`src/hdl/lzsd_pkg.sv`:
```
package lzsd_pkg;

    // History window of the decoder.
    localparam int WIN_AW = 12;
    localparam logic [WIN_AW:0] WIN_SIZE = 13'd4096;

    // Depth of the command queue between parser and copy engine.
    localparam int CMDQ_DEPTH = 4;

    // Command kinds passed from the parser to the copy engine.
    localparam logic [1:0] CMD_NOP  = 2'd0;
    localparam logic [1:0] CMD_LIT  = 2'd1;
    localparam logic [1:0] CMD_COPY = 2'd2;

    typedef struct packed {
        logic [7:0] in_byte;
        logic       stream_last;
    } t_in_item;

    typedef struct packed {
        logic [7:0] out_byte;
        logic       run_last;
    } t_out_item;

    typedef struct packed {
        logic [1:0]        kind;
        logic [7:0]        lit;
        logic [WIN_AW-1:0] off_m1;
        logic [3:0]        len_raw;
        logic              last;
    } t_cmd;

endpackage

```
`src/hdl/lzsd_cmdq.sv`:
```
module lzsd_cmdq
    import lzsd_pkg::*;
(
    input  logic i_clk,
    input  logic i_rst_n,
    input  logic i_push,
    input  t_cmd i_cmd,
    input  logic i_pop,
    output logic o_full,
    output logic o_empty,
    output t_cmd o_head
);

    localparam int PW = $clog2(CMDQ_DEPTH);
    localparam int CW = $clog2(CMDQ_DEPTH + 1);

    t_cmd          r_buf [CMDQ_DEPTH];
    logic [PW-1:0] r_wr, r_rd;
    logic [CW-1:0] r_cnt, n_cnt;
    logic          do_push, do_pop;

    assign o_full  = (r_cnt == CW'(CMDQ_DEPTH));
    assign o_empty = (r_cnt == '0);
    assign do_push = i_push & ~o_full;
    assign do_pop  = i_pop & ~o_empty;
    assign o_head  = r_buf[r_rd];

    always_comb begin
        n_cnt = r_cnt;
        if (do_push && !do_pop) begin
            n_cnt = r_cnt + CW'(1);
        end else if (do_pop && !do_push) begin
            n_cnt = r_cnt - CW'(1);
        end
    end

    always_ff @(posedge i_clk) begin
        if (!i_rst_n) begin
            r_wr  <= '0;
            r_rd  <= '0;
            r_cnt <= '0;
        end else begin
            r_cnt <= n_cnt;
            if (do_push) begin
                r_wr <= (r_wr == PW'(CMDQ_DEPTH - 1)) ? '0 : r_wr + PW'(1);
            end
            if (do_pop) begin
                r_rd <= (r_rd == PW'(CMDQ_DEPTH - 1)) ? '0 : r_rd + PW'(1);
            end
        end
    end

    always_ff @(posedge i_clk) begin
        if (do_push) begin
            r_buf[r_wr] <= i_cmd;
        end
    end

endmodule

```
`config.mk`:
```
export PLATFORM = sky130hd
export DESIGN_NAME = lzsd_cmdq
export DESIGN_NICKNAME = d
export VERILOG_FILES = /design/src/hdl/lzsd_pkg.sv /design/src/hdl/lzsd_cmdq.sv
export SDC_FILE = /design/constraint.sdc
export NUM_CORES = 1
export LEC_CHECK = 0
export BUFFER_PORTS_ARGS = -buffer_cell sky130_fd_sc_hd__buf_4
export CORE_UTILIZATION = 61
export DETAILED_ROUTE_END_ITERATION = 12
export GPL_ROUTABILITY_DRIVEN = 0
export PLACE_DENSITY = 0.84
export SETUP_SLACK_MARGIN = 0.02
export SLEW_MARGIN = 20
export SYNTH_ARGS = -nofsm -noshare
export SYNTH_HDL_FRONTEND = slang
export SYNTH_SLANG_ARGS = --single-unit
```
`constraint.sdc`:
```
create_clock -name i_clk -period 5.4 [get_ports i_clk]
set_input_delay 0 -clock i_clk [delete_from_list [all_inputs] [get_ports i_clk]]
set_output_delay 0 -clock i_clk [all_outputs]
set_load 0.03 [all_outputs]
```
==> impl_metrics.prom <==
# TYPE chip_impl_metric gauge
chip_impl_metric{name="final.period_utilization",unit="%"} 46.75
chip_impl_metric{name="globalRouteMet3Util",unit="%"} 8.815
chip_impl_metric{name="number_of_gates_given_a_new_drive_strength_after_cts",unit=""} 0
chip_impl_info{name="cts_tree",value="done"} 1
chip_impl_info{name="synth_top_family_by_area",value="multiplexers"} 1
chip_impl_metric{name="routedWlPerCell",unit="um"} 22.19
chip_impl_metric{name="post_synthesis_cell_area",unit="sq um"} 4424
chip_impl_metric{name="slew_violations",unit=""} 0
chip_impl_metric{name="worst-endpoint-arrival",unit="ps"} 2950
chip_impl_metric{name="detail_route.first_pass.iterations",unit=""} 4
chip_impl_metric{name="antenna_found_initial",unit=""} 0
chip_impl_info{name="netlist_top_cells_area",value="edfxtp_1 (73%), mux4_2 (10%), mux4_1 (4.2%)"} 1
chip_impl_metric{name="worst_vdd_drop",unit="mV"} 0.3144
chip_impl_metric{name="yosys.area_share.xor_xnor",unit="%"} 0.3959
chip_impl_metric{name="max_freq",unit="GHz"} 0.3961
chip_impl_metric{name="htree_levels",unit=""} 4
chip_impl_metric{name="post_synth_inst_count",unit=""} 192
chip_impl_info{name="clk_root_buffer_cell",value="clkbuf_8"} 1
chip_impl_metric{name="syn-num-nets",unit=""} 230
chip_impl_metric{name="floorplan.die.width",unit="um"} 87.17
chip_impl_metric{name="grt_pass1_wl",unit="um"} 13770
chip_impl_metric{name="number_of_diodes",unit=""} 0
chip_impl_metric{name="slew_headroom",unit="%"} 36.00
chip_impl_info{name="rsz0062_at_grt",value="no"} 1
chip_impl_metric{name="share_of_flip_flops_with_an_asynchronous_set_or_reset",unit="%"} 0
chip_impl_metric{name="synth_top_area_share",unit="%"} 73.30
chip_impl_metric{name="post_synth_num_cell_types",unit=""} 25
chip_impl_metric{name="cts_inserted_buffers",unit=""} 17
chip_impl_metric{name="yosys.area_share.simple",unit="%"} 2.432
chip_impl_metric{name="max_capacitance_violation_total",unit=""} 0
chip_impl_metric{name="hpwlAfterDp",unit="um"} 4536
chip_impl_metric{name="insertion_delay",unit="ps"} 510
chip_impl_metric{name="power_per_cell_area",unit="nW/um^2"} 514.2
chip_impl_metric{name="timing.critical_path.buf_inv",unit=""} 1
chip_impl_metric{name="buffer_ports.inserted",unit=""} 59
chip_impl_metric{name="fillers",unit=""} 333
chip_impl_metric{name="p_leak",unit="uW"} 0.002079
chip_impl_info{name="result_of_the_run",value="finished, final reports clean"} 1
chip_impl_info{name="critPathSlowestCell",value="o31ai_1"} 1
chip_impl_metric{name="clock_skew",unit="ps"} 8.187
chip_impl_info{name="critPathCaptureType",value="register"} 1
chip_impl_metric{name="post_cts_buffers",unit=""} 0
chip_impl_info{name="hold_path.class",value="input port to register"} 1
chip_impl_metric{name="floorplan.die_area",unit="sq um"} 7598
chip_impl_info{name="most-common-layout-cells",value="edfxtp_1 (108), buf_4 (64), dlygate4sd3_1 (30)"} 1
chip_impl_metric{name="max_slew.worst_pin.slew",unit="ps"} 960.0
chip_impl_metric{name="synth-edff-count",unit=""} 108
chip_impl_metric{name="final_stage_net_count",unit=""} 335
chip_impl_metric{name="floorplan.initialDensity",unit="%"} 64.06
chip_impl_metric{name="post_layout_nonfiller_instances",unit=""} 406
chip_impl_info{name="synth_largest_area_cell",value="edfxtp_1"} 1
chip_impl_info{name="critPathTopFamily",value="compound AO/OA/AOI/OAI gates"} 1
chip_impl_metric{name="synth_seq_area_share",unit="%"} 77.38
chip_impl_metric{name="gr-total-overflow",unit=""} 0
chip_impl_info{name="layout_commonest_cell",value="edfxtp_1"} 1
chip_impl_metric{name="number_of_synthesized_register_bits",unit=""} 117
chip_impl_metric{name="post-route-worst-setup-slack",unit="ps"} 2875
chip_impl_metric{name="coreArea",unit="sq um"} 6907
chip_impl_metric{name="setup_violations",unit=""} 0
chip_impl_info{name="timing.critical_path.from_type",value="register"} 1
chip_impl_metric{name="cp_data_required_time",unit="ps"} 5830
chip_impl_metric{name="grt.total_usage",unit="%"} 27.14
chip_impl_metric{name="synth.area.mux_share",unit="%"} 15.02
chip_impl_metric{name="compound_gate_fraction_of_synth_area",unit="%"} 0.6787
chip_impl_metric{name="row_count",unit=""} 30
chip_impl_metric{name="syn_area_per_cell",unit="sq um"} 23.04
chip_impl_metric{name="timing.critical_path.slowest_cell_delay",unit="ps"} 580
chip_impl_metric{name="viasPerCell",unit=""} 5.741
chip_impl_metric{name="io-pin-count",unit=""} 60
chip_impl_metric{name="path_max_fanout",unit=""} 5
chip_impl_metric{name="dp.cells",unit=""} 344
chip_impl_info{name="globalRoute.busiestLayer",value="met2"} 1
chip_impl_metric{name="clockBufferDepth",unit=""} 2
chip_impl_metric{name="cts.clk_slew.worst_paths",unit="ps"} 60
chip_impl_metric{name="drive_above_1_share",unit="%"} 36.13
chip_impl_metric{name="drcViolationCount",unit=""} 0
chip_impl_metric{name="die_height",unit="um"} 87.17
chip_impl_metric{name="total_negative_slack_for_setup_checks",unit="ps"} 0
chip_impl_metric{name="yosys.area_share.adder",unit="%"} 2.149
chip_impl_metric{name="met2_usage",unit="%"} 43.52
chip_impl_metric{name="grt_start_max_net_pins",unit=""} 28
chip_impl_metric{name="drt-initial-drc-count",unit=""} 152
chip_impl_metric{name="routed_wirelength",unit="um"} 9009
chip_impl_info{name="crit_path_cell_trace",value="o31ai_1 > ha_1 > inv_1 > fa_1 > xor2_1 > or3_1 > a21boi_0"} 1
chip_impl_metric{name="yosys_warnings",unit=""} 0
chip_impl_info{name="criticalPathCategory",value="register to register"} 1
chip_impl_metric{name="post-route-min-period",unit="ps"} 2525
chip_impl_metric{name="flow.area_growth_from_synthesis",unit="%"} 31.33
chip_impl_metric{name="dp_slack",unit="ps"} 2984
chip_impl_metric{name="vias",unit=""} 2331
chip_impl_metric{name="met1_track_demand_over_resource_in_global_routing",unit="%"} 34.72
chip_impl_metric{name="ant_nets",unit=""} 0
chip_impl_metric{name="first_global_vias",unit=""} 2432
chip_impl_info{name="ys.flop_type",value="edfxtp_1"} 1
chip_impl_metric{name="cts_num_sinks",unit=""} 117
chip_impl_metric{name="hold_viol_final",unit=""} 0
## state kept, by name, summed over array words and instances, names as in the netlist, named ones only
signal  cells
r_wr        2
r_buf     108
r_cnt       3
r_rd        2
## cell families (layout without fill, tap and decap cells)
kind of cell,count (synthesis),after routing
multiplexers,30,30
AND/OR/NAND/NOR,20,20
XOR/XNOR,2,2
flip-flops,117,117
adder cells (fa/ha/maj),7,7
buffers and inverters,11,129
AO/OA/AOI/OAI,5,5
## cells in the mapped netlist (all sizes together) (2+ instances only)
cell and n:
and2 5, buf 7, dfxtp 9, edfxtp 108
ha 6, inv 3, mux2i 3, mux4 27
nand2 6, nand3 2, nor2 2, nor2b 2
o21ai 3
## path summary, 6_finish.rpt
| kind | start | depth (start not counted) | end | slack [ps] |
|---|---|---|---|---|
| setup / recovery | r_cnt[0] | 7 | r_cnt[2] | 2880 |
| hold / removal | i_cmd[2] | 2 | r_buf[3][2] | 240 |
| setup reg to reg | r_cnt[0] | 7 | r_cnt[2] | 2880 |
| hold reg to reg | r_wr[1] | 2 | r_wr[1] | 510 |
## power by group
group | internal [uW] | switching [uW] | total (uW)
clock network | 688 | 363 | 1050
registers | 1110 | 93.4 | 1200
logic | 331 | 404 | 735
## stage by stage
stage | hold slack [ps] | utilization, % | total power (uW) | instance area (sq um)
finish | 238.3 | 84.13 | 2988 | 5811
global route | 227.1 | 84.13 | 3092 | 5811
CTS | 213.1 | 84.13 | 2993 | 5811
detailed placement | 206.5 | 71.68 | 1921 | 4951
global placement | 201.3 | 71.68 | 1898 | 4951
floorplan | 98.87 | - | 1696 | 4424
## layout make-up
cell class	count	area (sq um)	area share, %
clock buffer	18	417.9	7.192
clock inverter	14	141.4	2.433
inverter	3	11.26	0.1938
multi-input combinational	64	914.6	15.74
sequential	117	3425	58.94
tap	96	120.1	2.067
timing repair buffer	94	780.7	13.44
## repair_timing
action                                  4_1_cts  5_1_grt
hold buffers                                 30        0
endpoints found under the setup margin        0        0
hold endpoints to repair                    117        0
## per-layer routing
| layer | wire, um | vias to the layer above |
|---|---|---|
| met1 | 3753 | 1208 |
| met2 | 4629 | 93 |
| li1 | - | 1009 |
| met5 | 0 | - |
| met3 | 446 | 21 |
| met4 | 180 | 0 |
Note: power is estimated with default switching activity, not from simulation.
