File: config.mk
export PLATFORM = sky130hd
export DESIGN_NAME = lzsd_front
export DESIGN_NICKNAME = d
export VERILOG_FILES = /design/src/hdl/lzsd_pkg.sv /design/src/hdl/lzsd_front.sv
export SDC_FILE = /design/constraint.sdc
export NUM_CORES = 1
export LEC_CHECK = 0
export ABC_CLOCK_PERIOD_IN_PS = 4390
export BUFFER_PORTS_ARGS = -buffer_cell sky130_fd_sc_hd__buf_2
export CORE_MARGIN = 2
export CORE_UTILIZATION = 54
export DETAILED_ROUTE_END_ITERATION = 12
export GPL_ROUTABILITY_DRIVEN = 0
export PLACE_DENSITY_LB_ADDON = 0.1
export RECOVER_POWER = 50
export SLEW_MARGIN = 20
export SYNTH_ARGS = -nofsm -noshare
export SYNTH_HDL_FRONTEND = slang
export SYNTH_SLANG_ARGS = --single-unit
File: constraint.sdc
create_clock -name i_clk -period 4.39 [get_ports i_clk]
set_input_delay 0.878 -clock i_clk [delete_from_list [all_inputs] [get_ports i_clk]]
set_output_delay 0.878 -clock i_clk [all_outputs]
set_load 0.01 [all_outputs]
File: src/hdl/lzsd_pkg.sv
package lzsd_pkg;

    // History window of the decoder.
    localparam int WIN_AW = 12;
    localparam logic [WIN_AW:0] WIN_SIZE = 13'd4096;

    // Depth of the command queue between parser and copy engine.
    localparam int CMDQ_DEPTH = 4;

    // Command kinds passed from the parser to the copy engine.
    localparam logic [1:0] CMD_NOP  = 2'd0;
    localparam logic [1:0] CMD_LIT  = 2'd1;
    localparam logic [1:0] CMD_COPY = 2'd2;

    typedef struct packed {
        logic [7:0] in_byte;
        logic       stream_last;
    } t_in_item;

    typedef struct packed {
        logic [7:0] out_byte;
        logic       run_last;
    } t_out_item;

    typedef struct packed {
        logic [1:0]        kind;
        logic [7:0]        lit;
        logic [WIN_AW-1:0] off_m1;
        logic [3:0]        len_raw;
        logic              last;
    } t_cmd;

endpackage

File: src/hdl/lzsd_front.sv
module lzsd_front
    import lzsd_pkg::*;
(
    input  logic     i_clk,
    input  logic     i_rst_n,
    input  logic     i_accept,
    input  t_in_item i_item,
    output logic     o_push,
    output t_cmd     o_cmd
);

    localparam logic [1:0] PH_FLAG = 2'd0;
    localparam logic [1:0] PH_ITEM = 2'd1;
    localparam logic [1:0] PH_LOW  = 2'd2;

    logic [1:0] r_phase, n_phase;
    logic [7:0] r_flags, n_flags;
    logic [2:0] r_idx, n_idx;
    logic [7:0] r_high, n_high;
    logic       is_token;
    logic       push;
    t_cmd       cmd;

    assign is_token = r_flags[3'd7 - r_idx];

    always_comb begin
        n_phase      = r_phase;
        n_flags      = r_flags;
        n_idx        = r_idx;
        n_high       = r_high;
        push         = i_item.stream_last;
        cmd.kind     = CMD_NOP;
        cmd.lit      = i_item.in_byte;
        cmd.off_m1   = {r_high, i_item.in_byte[7:4]};
        cmd.len_raw  = i_item.in_byte[3:0];
        cmd.last     = i_item.stream_last;
        unique case (r_phase)
            PH_ITEM: begin
                if (is_token) begin
                    n_high  = i_item.in_byte;
                    n_phase = PH_LOW;
                end else begin
                    push     = 1'b1;
                    cmd.kind = CMD_LIT;
                    n_idx    = r_idx + 3'd1;
                    n_phase  = (r_idx == 3'd7) ? PH_FLAG : PH_ITEM;
                end
            end
            PH_LOW: begin
                push     = 1'b1;
                cmd.kind = CMD_COPY;
                n_idx    = r_idx + 3'd1;
                n_phase  = (r_idx == 3'd7) ? PH_FLAG : PH_ITEM;
            end
            default: begin
                n_flags = i_item.in_byte;
                n_idx   = 3'd0;
                n_phase = PH_ITEM;
            end
        endcase
        // The end of a stream drops any half token and restarts the parser.
        if (i_item.stream_last) begin
            n_phase = PH_FLAG;
            n_flags = 8'd0;
            n_idx   = 3'd0;
            n_high  = 8'd0;
        end
    end

    always_ff @(posedge i_clk) begin
        if (!i_rst_n) begin
            r_phase <= PH_FLAG;
            r_flags <= 8'd0;
            r_idx   <= 3'd0;
            r_high  <= 8'd0;
        end else if (i_accept) begin
            r_phase <= n_phase;
            r_flags <= n_flags;
            r_idx   <= n_idx;
            r_high  <= n_high;
        end
    end

    assign o_push = i_accept & push;
    assign o_cmd  = cmd;

endmodule

==> summary.txt, run 1 <==
Finish
  – Area delta synth->final: 3.66%
  – Fin cells: 182
  – Design Area, Final: 0.00131 mm2
  – Layout cells sized above 1: 23.4%
  – # diodes: 0
  – Fill cells: 229
  – Final nets: 171

Critical path
  – R2r endpoint: r_high[2]
  – CP max stage delay: 1020 ps
  – Setup crit end kind: output port
  – Kind of critical path: reg -> out
  – Crit-path max FO: 9
  – Worst R2R Start: r_idx[0]
  – Critical path data arrival time: 2710 ps
  – Reg2reg path depth: 5
  – Crit path to: o_push
  – CP max stage cell: a2111oi_0
  – Reg2Reg Setup Slack: 1970 ps
  – Crit. path cell count: 6
  – Top delay family on crit path: compound AO/OA/AOI/OAI gates
  – Critical path launch point: r_idx[0]
  – Type of origin of the critical path: register
  – Worst Path Required: 3510 ps
  – Critical path buffers and inverters: 1
  – Crit-path cells: nor2b_1 -> a2111oi_0 -> or2_1 -> nor4_2 -> nor3_2 -> buf_2

Floorplanning
  – Placement Rows: 17
  – Initial Utilization: 57.2%
  – Area of the core: 0.00221 mm2
  – Die width: 52.4 um
  – Full die area: 0.00275 mm2
  – I/O pin count: 40
  – Die Y-Extent: 52.4 um

Synthesis
  – Ys async rst share: 0%
  – Post-synth top area share: 33.2%
  – Main synth FF type: dfxtp_1
  – Syn Nets: 151
  – Sequential share of the synthesized area: 33.2%
  – EDFF count, synth: 0
  – Synth area leaders: dfxtp_1 33%, buf_4 11%, a21boi_1 6.5%, nor2b_1 5.4%, a22oi_1 4.7%
  – Most common cell in the netlist: dfxtp_1
  – Most area-hungry cell type in the Yosys netlist: dfxtp_1
  – Synth cell types: 31
  – Synth Area per Inst: 9.37 um2
  – Cell area after synthesis: 0.00126 mm2
  – Top cells by count, synth: 21 x dfxtp_1, 18 x buf_4, 11 x a21boi_1, 11 x nor2b_1, 10 x nand3_1
  – Synth warnings: 0
  – FF+latch count, synth: 21
  – Mapped Cells: 135

Timing
  – Slew Limit Fails: 0
  – Worst Max-Slew Pin Slew: 1210 ps
  – Max Freq: 279 MHz
  – Unrepaired setup endpoints after global routing: false
  – Crit path time final: 3580 ps
  – Final setup fails: 0
  – Endpoints failing hold: 0
  – Setup Skew: 11.5 ps
  – Final period util: 81.6%
  – Worst setup margin: 806 ps
  – Slew HR: 17.4%
  – TNS Setup: 0 ps

Routing
  – Final wirelength: 2500 um
  – WL per Instance: 13.8 um
  – Drt first pass iters: 4
  – DR vias: 989
  – Vias per inst: 5.43
  – First DRT Iteration DRCs: 14
  – Antenna-violating nets left: 0
  – DRC: 0

Clock network
  – H-tree levels: 1
  – Clk_lat worst skew: 300 ps
  – Worst-path clk slew: 120 ps
  – Clk root buf: clkbuf_4
  – Hold-fix buffers, CTS: 0
  – Cts bufs inserted: 3
  – Clock Sinks: 21
  – CTS tree: yes
  – Clock Path Buffers: 2
  – Setup Buffers After CTS: 0
  – Post-CTS resize count: 0

Power and ir drop
  – Overall Power: 345 uW
  – PwrDens: 263 mW/mm2
  – Worst vdd ir: 196 uV
  – Leak pwr: 0.000490 uW

Placed design
  – DP Wirelength: 1930 um
  – Placed Cells: 178
  – Number of port buffers: 39
  – Pre-CTS WS: 1670 ps
  – Placement Cell Area: 0.00132 mm2

Outcome
  – Status: finished clean

Global routing
  – Largest net degree at the start of global routing: 23
  – Initial antenna violation count: 0
  – First-pass GRT wire length: 3950 um
  – GRT Total Usage: 19.5%
  – Vias in the first global route: 851
  – Remaining Overflow, GRT: 0

Run
  – Max-cap viol count: 0

Worst hold path
  – Min-Delay Path Class: reg -> reg
-- per-layer routing --
metal  track usage [%]  share of wire, %
met2              29.8                44
met5                 0                 0
met3              4.86               5.4
met4              5.13              0.68
met1              27.4                50
-- per-stage QoR --
stage / hold WS [ps] / util [%]
4_1_cts: 502 / 61.0
2_1_floorplan: 491 / -
5_1_grt: 521 / 59.3
3_3_place_gp: 481 / 59.7
6_report: 501 / 59.3
3_5_place_dp: 484 / 59.7
-- kinds of logic after synthesis --
kind of cell             Yosys count  synth area share (%)
AO/OA/AOI/OAI                     37                  24.4
adder cells (fa/ha/maj)            4                  3.96
buffers and inverters             28                  14.9
flip-flops                        21                  33.2
multiplexers                       3                  3.17
AND/OR/NAND/NOR                   42                  20.3
-- placed cells by master (no fill, tap or decap), types with 2 or more instances in the layout --
cell and instances:
a21boi_1 11, a22oi_1 8, buf_2 24, clkbuf_1 15
clkbuf_4 3, dfxtp_1 21, ha_1 4, inv_1 4
mux2_4 2, nand2_1 3, nand2b_1 4, nand3_1 10
nand3b_1 3, nor2_1 4, nor2b_1 11, nor4_2 2
o211ai_1 8, o21ai_0 3, o21ai_1 2
-- area by class of cell --
type	instances	area, um2	share of cell area, %
Timing Repair Buffer	39	176	13.5
Inverter	4	15.0	1.15
Multi-Input combinational cell	86	637	48.6
Tap cell	28	35.0	2.67
Clock inverter	1	5.00	0.382
Sequential cell	21	420	32.1
Clock buffer	3	22.5	1.72
-- sequential cells by signal (all words and copies together), names as in the netlist --
| name | cells |
|---|---|
| r_high | 8 |
| r_phase | 2 |
| r_flags | 8 |
| r_idx | 3 |
-- power by group --
group	switching [uW]	total, uW	leakage (uW)	internal (uW)
Clock	57.5	91.3	0.0000177	33.9
Sequential	3.21	198	0.000170	195
Combinational	33.5	55.7	0.000302	22.1
Total	94.2	345	0.000490	251
-- worst reg2reg max path, delay by kind of cell (launching register included) --
family,cells,cell delay (ps)
AND/OR/NAND/NOR,2,500
AO/OA/AOI/OAI,3,1330
flip-flops,1,540
-- worst min path at each step --
stage,start,endpoint,cells after the start
2_1_floorplan,r_flags[7],r_flags[7],2
6_report,r_high[6],r_high[6],2
4_1_cts,r_high[0],r_high[0],2
3_3_place_gp,r_high[3],r_high[3],2
5_1_grt,r_high[7],r_high[7],2
3_5_place_dp,r_high[0],r_high[0],2
(Power assumes the default switching activity.)
==> run 2, diff against run 1 <==
- ABC_CLOCK_PERIOD_IN_PS: 4390 -> 3100
- CORE_UTILIZATION: 54 -> 45
- clock period: 4.39 -> 3.1 ns (I/O delays scaled with it)
==> summary.txt, run 2 (synthesized netlist as in run 1, its figures left out) <==
Floorplanning
  – Placement Rows: 19 (was 17)
  – I/O pin count: 40 (unchanged)
  – Die Y-Extent: 57.0 um (was 52.4 um)
  – Die width: 57.0 um (was 52.4 um)
  – Initial Utilization: 46.7% (was 57.2%)
  – Full die area: 0.00325 mm2 (was 0.00275 mm2)
  – Area of the core: 0.00271 mm2 (was 0.00221 mm2)

Global routing
  – Largest net degree at the start of global routing: 23 (unchanged)
  – Remaining Overflow, GRT: 0 (unchanged)
  – First-pass GRT wire length: 4510 um (was 3950 um)
  – GRT Total Usage: 17.4% (was 19.5%)
  – GRT Max-Usage Layer: met2 (unchanged)
  – Met3 usage: 5.67% (was 4.86%)
  – Vias in the first global route: 963 (was 851)
  – Met2 usage: 27.3% (was 29.8%)
  – Met1 Use GR: 24.3% (was 27.4%)
  – Initial antenna violation count: 0 (unchanged)

Clock network
  – CTS tree: yes (unchanged)
  – Worst-path clk slew: 110 ps (was 120 ps)
  – H-tree levels: 1 (unchanged)
  – Cts bufs inserted: 3 (unchanged)
  – Setup Buffers After CTS: 0 (unchanged)
  – Clock Sinks: 21 (unchanged)
  – Clock Path Buffers: 2 (unchanged)
  – Clk_lat worst skew: 300 ps (about the same)
  – Post-CTS resize count: 0 (unchanged)
  – Hold-fix buffers, CTS: 0 (unchanged)
  – Clk root buf: clkbuf_4 (unchanged)

Routing
  – Drt first pass iters: 4 (unchanged)
  – WL per Instance: 14.4 um (was 13.8 um)
  – DR vias: 1001 (was 989)
  – Vias per inst: 5.41 (was 5.43)
  – DRC: 0 (unchanged)
  – Antenna-violating nets left: 0 (unchanged)
  – Final wirelength: 2660 um (was 2500 um)
  – First DRT Iteration DRCs: 35 (was 14)

Placed design
  – Number of port buffers: 39 (unchanged)
  – DP Wirelength: 2000 um (was 1930 um)

Timing
  – Unrepaired setup endpoints after global routing: false (unchanged)
  – Max Freq: 356 MHz
  – TNS Setup: 0 ps (unchanged)
  – Worst Max-Slew Pin Slew: 884 ps (was 1210 ps)
  – Setup Skew: 2.92 ps (was 11.5 ps)
  – Final setup fails: 0 (unchanged)
  – Endpoints failing hold: 0 (unchanged)
  – Min Hold Slack: 504 ps (was 501 ps)
  – Crit path time final: 2810 ps
  – Final period util: 90.6%
  – Slew HR: 40.6% (was 17.4%)
  – Slew Limit Fails: 0 (unchanged)

Finish
  – Commonest cells after routing, fill and taps aside: 25 x clkbuf_1, 21 x dfxtp_1, 15 x buf_2, 11 x nor2b_1, 11 x a21boi_1 (was 24 x buf_2, 21 x dfxtp_1, 15 x clkbuf_1, 11 x nor2b_1, 11 x a21boi_1)
  – Final nets: 171 (unchanged)
  – Layout cells sized above 1: 17.5% (was 23.4%)
  – Commonest non-fill, non-tap cell in the layout: clkbuf_1 (was buf_2)
  – Multi-input combinational cell area: 656 um2 (was 637 um2)
  – # diodes: 0 (unchanged)
  – Area delta synth->final: 4.45% (was 3.66%)
  – Fill cells: 285 (was 229)
  – Largest registers: r_flags (8), r_high (8), r_idx (3) (unchanged)
  – Register area: 420 um2 (unchanged)

Critical path
  – Crit-path max FO: 9 (unchanged)
  – Worst R2R Start: r_idx[0] (unchanged)
  – Type of origin of the critical path: register (unchanged)
  – Critical path launch point: r_idx[0] (unchanged)
  – Setup crit end kind: output port (unchanged)
  – Kind of critical path: reg -> out (unchanged)
  – Worst Path Required: 2480 ps (was 3510 ps)
  – Critical path data arrival time: 2190 ps (was 2710 ps)

Power and ir drop
  – Power share of the sequential group: 57.3% (was 57.4%)
  – Internal: 357 uW (was 251 uW)
  – Clock power frac: 26.4% (was 26.5%)
  – Psw: 133 uW (was 94.2 uW)
  – Gate power share: 16.3% (was 16.1%)
  – Leak pwr: 0.000467 uW (was 0.000490 uW)
  – Switching Share: 27.2% (was 27.3%)
  – Worst vdd ir: 243 uV (was 196 uV)
  – PwrDens: 371 mW/mm2 (was 263 mW/mm2)

Worst hold path
  – Min-Delay Startpoint: r_high[3] (was r_high[6])
  – Min-Delay Path Class: reg -> reg (unchanged)

Outcome
  – Status: finished clean (unchanged)

Run
  – Max-cap viol count: 0 (unchanged)
run 2: layout make-up:
class,instances,area share [%]
Tap cell,31,2.94
Sequential cell,21,31.8
Inverter,4,1.14
Timing Repair Buffer,39,12.5
Multi-Input combinational cell,86,49.6
Clock buffer,4,1.99
run 2: final timing paths:
path	to	slack, ps	depth (start not counted)
max	o_push	290	6
max reg2reg	r_high[6]	970	5
min	r_high[3]	500	2
min reg2reg	r_high[3]	500	2
run 2: power by group through the flow:
stage	registers, uW	clock network (uW)	logic, uW
final	281	129	80.1
after global routing	282	153	87.6
after CTS	281	137	82.8
after detailed placement	286	0	82.5
after global placement	287	0	81.7
after floorplan	285	0	68.6
run 2: stage by stage:
step	setup slack, ps	total power [uW]	cell area, um2	instances	util (%)
floorplan	979	353	1260	135	-
global route	129	523	1320	185	48.8
detailed placement	644	369	1330	181	48.9
finish	291	490	1320	185	48.8
global placement	706	368	1330	181	48.9
CTS	282	501	1350	185	49.9
run 2: critical path: stages (launching register included):
cell and delay [ps]:
dfxtp_1 580, nor2b_1 140, a2111oi_4 460, or2_1 340, nor4_2 70, nor3_2 150, buf_2 150
run 2: per-layer routing:
metal	vias up	routed length, um
met2	25	1210
met1	467	1310
met3	2	121
met4	0	11
li1	507	-
met5	-	0
==> run 3, diff against run 2 <==
- CORE_ASPECT_RATIO: default -> 0.75
- CTS_CLUSTER_DIAMETER: default -> 200
==> summary.txt, run 3 (synthesized netlist as in run 1, its figures left out) <==
Finish
  – Commonest non-fill, non-tap cell in the layout: clkbuf_1 (unchanged)
  – Area delta synth->final: 6.43% (was 4.45%)
  – Commonest cells after routing, fill and taps aside: 25 x clkbuf_1, 21 x dfxtp_1, 15 x buf_2, 11 x nor2b_1, 11 x a21boi_1 (unchanged)
  – Largest registers: r_flags (8), r_high (8), r_idx (3) (unchanged)
  – Design Area, Final: 0.00135 mm2 (was 0.00132 mm2)
  – Final nets: 171 (unchanged)
  – Fill cells: 272 (was 285)
  – Layout cells sized above 1: 17.5% (unchanged)
  – # diodes: 0 (unchanged)

Timing
  – Slew Limit Fails: 0 (unchanged)
  – Slew HR: 36.5% (was 40.6%)
  – Final period util: 89.7% (was 90.6%)
  – Setup Skew: 4.23 ps (was 2.92 ps)
  – Endpoints failing hold: 0 (unchanged)
  – Unrepaired setup endpoints after global routing: false (unchanged)
  – Final setup fails: 0 (unchanged)
  – Max Freq: 360 MHz (was 356 MHz)
  – TNS Setup: 0 ps (unchanged)
  – Crit path time final: 2780 ps (was 2810 ps)
  – Worst Max-Slew Pin Slew: 944 ps (was 884 ps)

Critical path
  – Reg2Reg Setup Slack: 940 ps (was 970 ps)
  – Crit path to: o_push (unchanged)
  – R2r endpoint: r_high[0] (was r_high[6])
  – Kind of critical path: reg -> out (unchanged)
  – Critical path launch point: r_idx[0] (unchanged)
  – Worst R2R Start: r_idx[0] (unchanged)
  – Crit-path max FO: 9 (unchanged)
  – Worst Path Required: 2480 ps (about the same)
  – Crit. path cell count: 6 (unchanged)
  – Critical path data arrival time: 2160 ps (was 2190 ps)
  – CP max stage cell: dfxtp_1 (unchanged)
  – Reg2reg path depth: 5 (unchanged)
  – Critical path buffers and inverters: 1 (unchanged)
  – Crit-path cells: nor2b_1 -> a2111oi_4 -> or2_1 -> nor4_2 -> nor3_2 -> buf_2 (unchanged)
  – CP max stage delay: 560 ps (was 580 ps)
  – Setup crit end kind: output port (unchanged)
  – Type of origin of the critical path: register (unchanged)
  – Top delay family on crit path: simple AND/OR/NAND/NOR gates (unchanged)

Routing
  – Post-Route M1 WL: 1420 um (was 1310 um)
  – Vias per inst: 5.35 (was 5.41)
  – Drt first pass iters: 4 (unchanged)
  – Met3 WL: 123 um (was 121 um)
  – Met2 wire length: 1150 um (was 1210 um)
  – Top sig layer: met4 (unchanged)
  – First DRT Iteration DRCs: 52 (was 35)
  – WL per Instance: 14.2 um (was 14.4 um)
  – Antenna-violating nets left: 0 (unchanged)
  – Final wirelength: 2710 um (was 2660 um)
  – DRC: 0 (unchanged)
  – DR vias: 1017 (was 1001)

Floorplanning
  – I/O pin count: 40 (unchanged)
  – Initial Utilization: 47.9% (was 46.7%)
  – Full die area: 0.00326 mm2 (was 0.00325 mm2)
  – Die width: 65.2 um (was 57.0 um)
  – Area of the core: 0.00264 mm2 (was 0.00271 mm2)
  – Die Y-Extent: 49.9 um (was 57.0 um)
  – Placement Rows: 16 (was 19)

Clock network
  – CTS tree: yes (unchanged)
  – Clock Sinks: 21 (unchanged)
  – Clk_lat worst skew: 260 ps (was 300 ps)
  – H-tree levels: 1 (unchanged)
  – Clk root buf: clkbuf_8 (was clkbuf_4)
  – Setup Buffers After CTS: 0 (unchanged)
  – Cts bufs inserted: 3 (unchanged)
  – Hold-fix buffers, CTS: 0 (unchanged)
  – Worst-path clk slew: 80 ps (was 110 ps)
  – Clock Path Buffers: 2 (unchanged)
  – Post-CTS resize count: 0 (unchanged)

Outcome
  – Status: finished clean (unchanged)

Power and ir drop
  – Switching Share: 26.1% (was 27.2%)
  – Clock power frac: 32.9% (was 26.4%)
  – PwrDens: 399 mW/mm2 (was 371 mW/mm2)
  – Leak pwr: 0.000475 uW (was 0.000467 uW)
  – Gate power share: 14.9% (was 16.3%)
  – Power share of the sequential group: 52.2% (was 57.3%)
  – Psw: 140 uW (was 133 uW)
  – Internal: 398 uW (was 357 uW)
  – Worst vdd ir: 241 uV (was 243 uV)

Worst hold path
  – Min-Delay Path Class: reg -> reg (unchanged)

Global routing
  – Remaining Overflow, GRT: 0 (unchanged)
  – Initial antenna violation count: 0 (unchanged)
  – Largest net degree at the start of global routing: 23 (unchanged)
  – First-pass GRT wire length: 4480 um (was 4510 um)
  – Vias in the first global route: 933 (was 963)
  – GRT Total Usage: 17.8% (was 17.4%)

Run
  – Max-cap viol count: 0 (unchanged)

Placed design
  – DP Wirelength: 2000 um (about the same)
  – Placement Cell Area: 0.00133 mm2 (about the same)
  – Number of port buffers: 39 (unchanged)
run 3: power by group through the flow:
| stage | sequential (uW) | clock, uW | combinational, uW |
|---|---|---|---|
| floorplan | 285 | 0 | 68.6 |
| global placement | 287 | 0 | 82.1 |
| detailed placement | 287 | 0 | 83.0 |
| CTS | 281 | 179 | 83.4 |
| global route | 281 | 196 | 89.1 |
| finish | 281 | 177 | 80.2 |
run 3: worst reg2reg max path, delay by kind of cell (launching register included):
family	cells	cell delay, ps
AOI/OAI and AO/OA	2	250
DFF	1	560
muxes	1	250
and+or+nand+nor	2	1030
run 3: metal layers:
metal  vias to the layer above  track usage, %
li1                        505               -
met1                       483            26.6
met2                        27            25.2
met3                         2            5.48
met4                         0            3.13
met5                         -               0
run 3: layout make-up:
type,count,area [um2],share of cell area [%]
timing repair buffer,39,165,12.3
sequential,21,420,31.2
clock buffer,4,45.0,3.35
multi-input combinational,86,656,48.7
inverter,4,15.0,1.12
tap,36,45.0,3.35
run 3: metrics by stage:
step | hold slack (ps) | total power, uW | utilization, % | setup WS (ps) | cells
after floorplan | 491 | 353 | - | 979 | 135
after global placement | 479 | 369 | 50.4 | 698 | 186
after detailed placement | 481 | 370 | 50.4 | 627 | 186
after CTS | 494 | 543 | 52.1 | 331 | 190
after global routing | 510 | 567 | 50.9 | 170 | 190
final | 495 | 538 | 50.9 | 320 | 190
run 3: worst min path at each step:
| stage | from | to | slack, ps | cells after the start |
|---|---|---|---|---|
| 2_1_floorplan | r_flags[7] | r_flags[7] | 490 | 2 |
| 3_3_place_gp | r_high[1] | r_high[1] | 480 | 2 |
| 3_5_place_dp | r_high[7] | r_high[7] | 480 | 2 |
| 4_1_cts | r_high[7] | r_high[7] | 490 | 2 |
| 5_1_grt | r_high[1] | r_high[1] | 510 | 2 |
| 6_report | r_high[6] | r_high[6] | 490 | 2 |
